**src/rtl/core/idalloc_pkg.sv**
```systemverilog
// ----------------------------------------------------------------------------
// idalloc_pkg
// Shared widths, operation and status codes, and the control/status bundles
// that join the identifier allocator's controller and datapath.
// ----------------------------------------------------------------------------
package idalloc_pkg;

  localparam int ID_W       = 16;
  localparam int FREE_DEPTH = 64;
  localparam int ADDR_W     = $clog2(FREE_DEPTH);
  localparam int CNT_W      = ADDR_W + 1;
  localparam int FRESH_W    = ID_W + 1;
  localparam int OP_W       = 2;
  localparam int STATUS_W   = 3;

  // Operation codes. The unused code behaves as a clear.
  localparam logic [OP_W-1:0] OP_ALLOC   = 2'd0;
  localparam logic [OP_W-1:0] OP_RELEASE = 2'd1;
  localparam logic [OP_W-1:0] OP_CLEAR   = 2'd2;

  // Result status codes.
  localparam logic [STATUS_W-1:0] ST_ALLOCATED = 3'd0;
  localparam logic [STATUS_W-1:0] ST_ACCEPTED  = 3'd1;
  localparam logic [STATUS_W-1:0] ST_IGNORED   = 3'd2;
  localparam logic [STATUS_W-1:0] ST_CLEARED   = 3'd3;
  localparam logic [STATUS_W-1:0] ST_EXHAUSTED = 3'd4;

  // Commands from the controller to the datapath.
  typedef struct packed {
    logic load;        // capture the incoming transaction
    logic exec;        // first work cycle: reset scan state
    logic scan_start;  // read the bottom stack entry
    logic pop_rd;      // read the top stack entry
    logic scan_step;   // compare one entry, read the next
    logic finish;      // update state and load the result register
  } ctrl_cmd_t;

  // Status from the datapath to the controller.
  typedef struct packed {
    logic op_alloc;
    logic op_release;
    logic rid_bad;     // zero or never issued
    logic full;
    logic empty;
    logic scan_last;   // the entry under compare is the top of the stack
    logic out_free;    // result register can take a new result
  } dp_sts_t;

endpackage

```
**src/rtl/core/idalloc_dp.sv**
```systemverilog
// ----------------------------------------------------------------------------
// idalloc_dp
// Datapath: free stack memory, stack count, fresh counter, scan compare and
// the result register.
// ----------------------------------------------------------------------------
module idalloc_dp (
  input  logic                                 clk,
  input  logic                                 rst_n,
  input  idalloc_pkg::ctrl_cmd_t               cmd,
  output idalloc_pkg::dp_sts_t                 sts,
  input  logic [idalloc_pkg::OP_W-1:0]         in_op,
  input  logic [idalloc_pkg::ID_W-1:0]         in_rid,
  input  logic                                 cfg_we,
  input  logic [idalloc_pkg::ID_W-1:0]         cfg_wdata,
  output logic                                 out_valid,
  input  logic                                 out_ready,
  output logic [idalloc_pkg::ID_W-1:0]         out_id,
  output logic [idalloc_pkg::STATUS_W-1:0]     out_status
);

  logic [idalloc_pkg::ID_W-1:0]     mem [idalloc_pkg::FREE_DEPTH];
  logic [idalloc_pkg::ID_W-1:0]     rd_r;
  logic [idalloc_pkg::OP_W-1:0]     op_r;
  logic [idalloc_pkg::ID_W-1:0]     rid_r;
  logic [idalloc_pkg::CNT_W-1:0]    count_r, count_nxt;
  logic [idalloc_pkg::FRESH_W-1:0]  fresh_r, fresh_nxt;
  logic [idalloc_pkg::ADDR_W-1:0]   idx_r;
  logic                             hit_r;
  logic                             out_valid_r;
  logic [idalloc_pkg::ID_W-1:0]     out_id_r, out_id_nxt;
  logic [idalloc_pkg::STATUS_W-1:0] out_status_r, out_status_nxt;
  logic [idalloc_pkg::CNT_W-1:0]    count_m1;
  logic                             rd_en;
  logic [idalloc_pkg::ADDR_W-1:0]   rd_addr;
  logic                             wr_en;
  logic                             cmp_hit;

  assign count_m1 = count_r - idalloc_pkg::CNT_W'(1);
  assign cmp_hit  = (rd_r == rid_r);

  assign sts.op_alloc   = (op_r == idalloc_pkg::OP_ALLOC);
  assign sts.op_release = (op_r == idalloc_pkg::OP_RELEASE);
  assign sts.rid_bad    = (rid_r == '0) || ({1'b0, rid_r} >= fresh_r);
  assign sts.full       = (count_r == idalloc_pkg::CNT_W'(idalloc_pkg::FREE_DEPTH));
  assign sts.empty      = (count_r == '0);
  assign sts.scan_last  = ({1'b0, idx_r} == count_m1);
  assign sts.out_free   = !out_valid_r || out_ready;

  // Read port: top of stack for a pop, bottom for a scan start, then upward.
  always_comb begin
    rd_en   = 1'b0;
    rd_addr = '0;
    if (cmd.pop_rd) begin
      rd_en   = 1'b1;
      rd_addr = count_m1[idalloc_pkg::ADDR_W-1:0];
    end else if (cmd.scan_start) begin
      rd_en   = 1'b1;
      rd_addr = '0;
    end else if (cmd.scan_step) begin
      rd_en   = 1'b1;
      rd_addr = idx_r + idalloc_pkg::ADDR_W'(1);
    end
  end

  // Result and state update for the finishing transaction.
  always_comb begin
    count_nxt      = count_r;
    fresh_nxt      = fresh_r;
    out_id_nxt     = '0;
    out_status_nxt = idalloc_pkg::ST_CLEARED;
    wr_en          = 1'b0;
    if (sts.op_alloc) begin
      if (!sts.empty) begin
        out_id_nxt     = rd_r;
        count_nxt      = count_m1;
        out_status_nxt = idalloc_pkg::ST_ALLOCATED;
      end else if (!fresh_r[idalloc_pkg::ID_W]) begin
        out_id_nxt     = fresh_r[idalloc_pkg::ID_W-1:0];
        fresh_nxt      = fresh_r + idalloc_pkg::FRESH_W'(1);
        out_status_nxt = idalloc_pkg::ST_ALLOCATED;
      end else begin
        out_status_nxt = idalloc_pkg::ST_EXHAUSTED;
      end
    end else if (sts.op_release) begin
      if (sts.rid_bad || hit_r || sts.full) begin
        out_status_nxt = idalloc_pkg::ST_IGNORED;
      end else begin
        wr_en          = 1'b1;
        count_nxt      = count_r + idalloc_pkg::CNT_W'(1);
        out_status_nxt = idalloc_pkg::ST_ACCEPTED;
      end
    end else begin
      count_nxt = '0;
    end
  end

  always_ff @(posedge clk) begin
    if (cmd.finish && wr_en) begin
      mem[count_r[idalloc_pkg::ADDR_W-1:0]] <= rid_r;
    end
    if (rd_en) begin
      rd_r <= mem[rd_addr];
    end
  end

  always_ff @(posedge clk) begin
    if (cmd.load) begin
      op_r  <= in_op;
      rid_r <= in_rid;
    end
    if (cmd.exec) begin
      idx_r <= '0;
      hit_r <= 1'b0;
    end else if (cmd.scan_step) begin
      idx_r <= idx_r + idalloc_pkg::ADDR_W'(1);
      hit_r <= hit_r | cmp_hit;
    end
    if (cmd.finish) begin
      out_id_r     <= out_id_nxt;
      out_status_r <= out_status_nxt;
    end
  end

  always_ff @(posedge clk) begin
    if (!rst_n) begin
      count_r     <= '0;
      fresh_r     <= idalloc_pkg::FRESH_W'(1);
      out_valid_r <= 1'b0;
    end else begin
      if (cmd.finish) begin
        count_r <= count_nxt;
      end
      if (cfg_we) begin
        // Identifier zero is reserved, so a zero write loads one.
        fresh_r <= (cfg_wdata == '0) ? idalloc_pkg::FRESH_W'(1) : {1'b0, cfg_wdata};
      end else if (cmd.finish) begin
        fresh_r <= fresh_nxt;
      end
      if (cmd.finish) begin
        out_valid_r <= 1'b1;
      end else if (out_ready) begin
        out_valid_r <= 1'b0;
      end
    end
  end

  assign out_valid  = out_valid_r;
  assign out_id     = out_id_r;
  assign out_status = out_status_r;

endmodule

```
**src/rtl/core/idalloc_ctrl.sv**
```systemverilog
// ----------------------------------------------------------------------------
// idalloc_ctrl
// Controller: sequences one transaction through decode, duplicate scan and
// result write-back.
// ----------------------------------------------------------------------------
module idalloc_ctrl (
  input  logic                   clk,
  input  logic                   rst_n,
  input  logic                   in_valid,
  output logic                   in_ready,
  input  idalloc_pkg::dp_sts_t   sts,
  output idalloc_pkg::ctrl_cmd_t cmd
);

  typedef enum logic [1:0] {
    S_IDLE,
    S_EXEC,
    S_SCAN,
    S_FINISH
  } state_t;

  state_t state_r, state_nxt;
  logic   scan_go;

  // A release that passes the cheap checks and finds entries must scan them.
  assign scan_go = sts.op_release && !sts.rid_bad && !sts.full && !sts.empty;

  always_comb begin
    state_nxt = state_r;
    cmd       = '0;
    in_ready  = 1'b0;
    case (state_r)
      S_IDLE: begin
        in_ready = 1'b1;
        if (in_valid) begin
          cmd.load  = 1'b1;
          state_nxt = S_EXEC;
        end
      end
      S_EXEC: begin
        cmd.exec = 1'b1;
        if (scan_go) begin
          cmd.scan_start = 1'b1;
          state_nxt      = S_SCAN;
        end else begin
          cmd.pop_rd = sts.op_alloc && !sts.empty;
          state_nxt  = S_FINISH;
        end
      end
      S_SCAN: begin
        cmd.scan_step = 1'b1;
        if (sts.scan_last) begin
          state_nxt = S_FINISH;
        end
      end
      S_FINISH: begin
        if (sts.out_free) begin
          cmd.finish = 1'b1;
          state_nxt  = S_IDLE;
        end
      end
      default: begin
        state_nxt = S_IDLE;
      end
    endcase
  end

  always_ff @(posedge clk) begin
    if (!rst_n) begin
      state_r <= S_IDLE;
    end else begin
      state_r <= state_nxt;
    end
  end

endmodule

```
**src/rtl/core/id_allocator_free_stack.sv**
```systemverilog
// ----------------------------------------------------------------------------
// id_allocator_free_stack
// Identifier allocator with a last-in first-out free stack and a fresh
// counter, built as a controller and a datapath.
// ----------------------------------------------------------------------------
// Usage:
//   Each input transaction carries an operation in in_tuser (allocate,
//   release or clear) and, for a release, the identifier in in_tdata. Every
//   transaction produces exactly one result transaction: the identifier
//   handed out in out_tdata (zero unless an allocate succeeded) and a
//   status code in out_tuser.
//   Allocate and clear go from acceptance through decode to the result
//   register. A release that must be checked against the stack also scans
//   the N stacked identifiers (at most 63, as a full stack is never
//   scanned): the duplicate check reads the stack one entry per cycle. The
//   block works on one transaction at a time.
//   The input is taken again as soon as the previous transaction has been
//   handed to the result register, so a stalled receiver holds one result
//   while the next transaction is accepted and worked on; that one then
//   waits until the result register is free.
//   Reset empties the free stack and loads the fresh counter with one.
//   A write on cfg_we loads the fresh counter with cfg_wdata (zero loads one)
//   and must only occur while the block is idle.
// ----------------------------------------------------------------------------
module id_allocator_free_stack (
  input  logic        clk,
  input  logic        rst_n,
  // Input channel.
  input  logic        in_tvalid,
  output logic        in_tready,
  input  logic [15:0] in_tdata,   // [15:0] release_id
  input  logic [1:0]  in_tuser,   // [1:0] op
  // Result channel.
  output logic        out_tvalid,
  input  logic        out_tready,
  output logic [15:0] out_tdata,  // [15:0] alloc_id
  output logic [2:0]  out_tuser,  // [2:0] status
  // First identifier register.
  input  logic        cfg_we,
  input  logic [15:0] cfg_wdata
);

  idalloc_pkg::ctrl_cmd_t cmd;
  idalloc_pkg::dp_sts_t   sts;

  idalloc_ctrl u_ctrl (
    .clk      (clk),
    .rst_n    (rst_n),
    .in_valid (in_tvalid),
    .in_ready (in_tready),
    .sts      (sts),
    .cmd      (cmd)
  );

  idalloc_dp u_dp (
    .clk        (clk),
    .rst_n      (rst_n),
    .cmd        (cmd),
    .sts        (sts),
    .in_op      (in_tuser),
    .in_rid     (in_tdata),
    .cfg_we     (cfg_we),
    .cfg_wdata  (cfg_wdata),
    .out_valid  (out_tvalid),
    .out_ready  (out_tready),
    .out_id     (out_tdata),
    .out_status (out_tuser)
  );

endmodule

```
**config.mk**
```make
export PLATFORM = sky130hd
export DESIGN_NAME = id_allocator_free_stack
export DESIGN_NICKNAME = d
export VERILOG_FILES = /design/src/rtl/core/idalloc_pkg.sv /design/src/rtl/core/idalloc_dp.sv /design/src/rtl/core/idalloc_ctrl.sv /design/src/rtl/core/id_allocator_free_stack.sv
export SDC_FILE = /design/constraint.sdc
export NUM_CORES = 1
export LEC_CHECK = 0
export BUFFER_PORTS_ARGS = -buffer_cell sky130_fd_sc_hd__buf_2
export CAP_MARGIN = 10
export CELL_PAD_IN_SITES_DETAIL_PLACEMENT = 0
export CELL_PAD_IN_SITES_GLOBAL_PLACEMENT = 1
export CORE_ASPECT_RATIO = 1.5
export CORE_UTILIZATION = 36
export CTS_CLUSTER_DIAMETER = 120
export DETAILED_ROUTE_END_ITERATION = 8
export PLACE_DENSITY_LB_ADDON = 0.1
export SKIP_CTS_REPAIR_TIMING = 1
export SLEW_MARGIN = 20
export SYNTH_ARGS = -nofsm -noshare
export SYNTH_HDL_FRONTEND = slang
export SYNTH_HIERARCHICAL = 1
export SYNTH_SLANG_ARGS = --single-unit
```
**constraint.sdc**
```tcl
create_clock -name clk -period 5 [get_ports clk]
set_input_delay 0.5 -clock clk [delete_from_list [all_inputs] [get_ports clk]]
set_output_delay 0.5 -clock clk [all_outputs]
set_load 0.05 [all_outputs]
```
==> impl_metrics.csv <==
group,metric,value,unit
outcome,status,"finished with violations",
outcome,violations,"setup timing",
logic_synthesis,ys.warnings.count,6,
logic_synthesis,synthArstFlopShare,0,%
critical_path,crit_fanout,7,
detailed_routing,firstDrtPassIters,7,
sta,fmax,186,MHz
critical_path,critPathLaunchType,"register",
clocking,path_clk_slew,0.06,ns
global_route,grt_pass1_wl,218,mm
detailed_routing,drc_errors,0,
sta,worst_slack,-0.387,ns
logic_synthesis,syn_nets,3436,
layout,fillers,11278,
floorplan,die_area,128000,um^2
logic_synthesis,ys_types,66,
clocking,clk_latency,0.73,ns
logic_synthesis,syn_avg_cell_area,13.5,um^2
floorplan,core,125000,um^2
sta,hold_slack,0.0296,ns
sta,fin_crit_sh,108,%
global_route,grt_max_degree,66,
clocking,cts-buffers-inserted,111,
detailed_routing,vias,30512,
logic_synthesis,synth_compound_area_share,10.4,%
global_route,antenna_found_initial,1,
detailed_routing,drt_iter0_drc,2512,
global_route,grt_pass1_vias,30828,
pwr,p_leak,18.9,nW
floorplan,ios,60,
layout,seq_area,33000,um^2
place,numPortBuffers,59,
critical_path,cp.required,5.47,ns
pwr,p_total,25.9,mW
place,place.gp.congestion,0.860,
global_route,grt.overflow.total,0,
layout,fin_area,55600,um^2
place,post-dp-hpwl,94.6,mm
place,dp.cells,5231,
detailed_routing,drt_wl_total,154,mm
job,cap_viol_max_count,0,
layout,syn_to_final_growth,22.3,%
detailed_routing,antenna_left,0,
logic_synthesis,synth_area,45500,um^2
detailed_routing,wl_per_cell,28.1,um
sta,finalClockSkew,0.0365,ns
sta,maxSlewHeadroom,27.5,%
place,dpl_cell_area,50900,um^2
clocking,clock_path_buffers,3,
logic_synthesis,ys_ff_latch,1111,
floorplan,die_h,437,um
layout,instances_no_fill,5478,
floorplan,fp.dieW,292,um
sta,setup_viol,16,
sta,tightest_slew,1.09,ns
layout,utilization,44.4,%
sta,tns,-3.08,ns
critical_path,end_kind,"register",
layout,drive_gt1_share,20.7,%
global_route,track_usage,23.5,%
clocking,cts_tree,"yes",
sta,period_needed,5.39,ns
sta,finalHoldViolCount,0,
floorplan,initial_core_util,36.3,%
logic_synthesis,synth_cells,3371,
logic_synthesis,synth_ff_type,"edfxtp_1",
pwr,power.ir.vdd_worst,0.254,mV
clocking,cts_max_level,3,
clocking,clock-root-buffer,"clkbuf_16",
layout,multi_input_area,11900,um^2
clocking,clock-sinks,1111,
logic_synthesis,synth-edff-count,1077,
layout,final_nets,3842,
logic_synthesis,synth.area.mux_share,0.622,%
sta,report.final.slew_viol_count,0,
floorplan,row_count,159,
pwr,powerDensity,466,nW/um^2
sta,rsz0062_at_grt,"yes",
critical_path,critPathKind,"register to register",
logic_synthesis,ys_seq_area_share,72.6,%
logic_synthesis,synth_top_family_by_area,"simple AND/OR/NAND/NOR gates",
place,place_ws,-1.37,ns
hold_path,min_path_type,"input pin to register",
critical_path,cp.arrival,5.86,ns
logic_synthesis,synth_simple_gate_area_share,12.5,%
logic_synthesis,synth_xor_xnor_area_share,0.694,%
logic_synthesis,synth_fa_ha_area_share,0.716,%
detailed_routing,viasPerCell,5.57,
Yosys cell counts (5+ instances only):
cell type	count	area, um^2
nor2_1	114	428
a32o_1	11	110
nand2_1	652	2450
a311oi_1	185	1620
inv_1	32	120
o22ai_1	35	219
nand4_1	26	163
nand3_1	151	756
xor2_1	11	96.3
and2_1	5	31.3
nor3_1	23	115
or3_1	21	131
edfxtp_1	1077	32300
dfxtp_1	34	681
mux2i_1	8	80.1
buf_2	13	65.1
a22oi_1	6	45.0
o21ai_0	84	420
nor4_1	20	125
a31oi_1	63	394
ha_1	26	325
buf_1	23	86.3
mux4_2	8	180
nor2b_1	14	87.6
a211oi_1	185	1390
o21a_1	6	45.0
clkbuf_1	220	826
nor3b_1	8	60.1
and3_1	187	1170
a21oi_1	41	205
xnor2_1	25	219
cell usage in the layout, fill, tap and decap left out, types with 11 or more instances in the layout:
master         count
buf_12            47
inv_1             30
and3_1           183
nand4_1           26
dlygate4sd3_1     13
nand2_1          651
a21oi_1           37
buf_4            403
a31oi_1           56
buf_2             59
xor2_1            11
a311oi_1         166
xnor2_1           25
clkinv_1          17
nor4_1            18
clkbuf_1          31
nor2_1           112
ha_1              23
a311oi_2          19
clkbuf_16        124
o21ai_2           11
edfxtp_1        1077
bufinv_16         11
o21ai_1           32
o21ai_0           40
a211oi_1         165
nor3_1            23
dfxtp_1           34
nand3_1          151
or3_1             21
nor2b_1           13
o22ai_1           35
clkinv_2          23
a211oi_2          19
state kept, by name, indices dropped and copies added, names as in the netlist:
name,flops
u_ctrl/state_r,2
u_dp/count_r,7
u_dp/fresh_r,17
u_dp/hit_r,1
u_dp/idx_r,6
u_dp/mem,1024
u_dp/op_r,2
u_dp/out_id,16
u_dp/out_status,3
u_dp/out_valid,1
u_dp/rd_r,16
u_dp/rid_r,16
layer usage:
metal	global-route usage (%)	vias up	share of wire [%]	routed length, um
li1	-	13832	-	-
met2	42.2	789	52	80000
met5	0	-	0	0
met1	28.7	15714	40	61800
met4	9.27	0	3.7	5710
met3	2.65	177	4.1	6300
path summary, 6_finish.rpt:
kind                 startpoint       endpoint  slack [ns]  cells after the start
setup / recovery  u_dp/rid_r[6]  u_dp/rd_r[12]       -0.39                     21
hold / removal      in_tdata[9]  u_dp/rid_r[9]        0.03                      1
setup reg to reg  u_dp/rid_r[6]  u_dp/rd_r[12]       -0.39                     21
hold reg to reg      u_dp/hit_r     u_dp/hit_r        0.48                      2
layout make-up:
| class | instances | share of cell area (%) |
|---|---|---|
| diodes | 1 | 0.00450 |
| clock buffers | 145 | 5.34 |
| clock inverters | 58 | 1.06 |
| inverters | 32 | 0.216 |
| multi-input cells | 1971 | 21.4 |
| flip-flops and latches | 1111 | 59.4 |
| well taps | 1610 | 3.62 |
| repair buffers | 550 | 8.93 |
critical path, stage by stage (launching register included):
cell	delay (ns)
edfxtp_1	0.48
ha_4	0.29
a21oi_2	0.14
nor2_2	0.07
a2111oi_4	0.28
buf_4	0.18
a21oi_4	0.06
nor2b_4	0.18
inv_2	0.08
o41ai_4	0.40
nor3b_2	0.10
or4b_4	0.59
buf_12	0.18
buf_12	0.15
buf_16	0.14
and3_1	0.17
a211oi_1	0.39
a311oi_1	0.07
o21ai_0	0.19
buf_4	0.13
nand4_1	0.34
or3_1	0.46
report_power, final:
part           internal (mW)  switching (mW)
Sequential              10.8           0.120
Combinational           2.39            4.20
Clock                   4.74            3.60
Total                   18.0            7.93
logic make-up (layout without fill, tap and decap cells):
kind of cell / count (synthesis) / count (layout)
adder cells (fa/ha/maj): 26 / 26
multiplexers: 18 / 18
buffers and inverters: 289 / 785
other: 0 / 1
flip-flops: 1111 / 1111
XOR/XNOR: 36 / 36
AO/OA/AOI/OAI: 648 / 648
AND/OR/NAND/NOR: 1243 / 1243
Power figures use the tool's default switching activity.
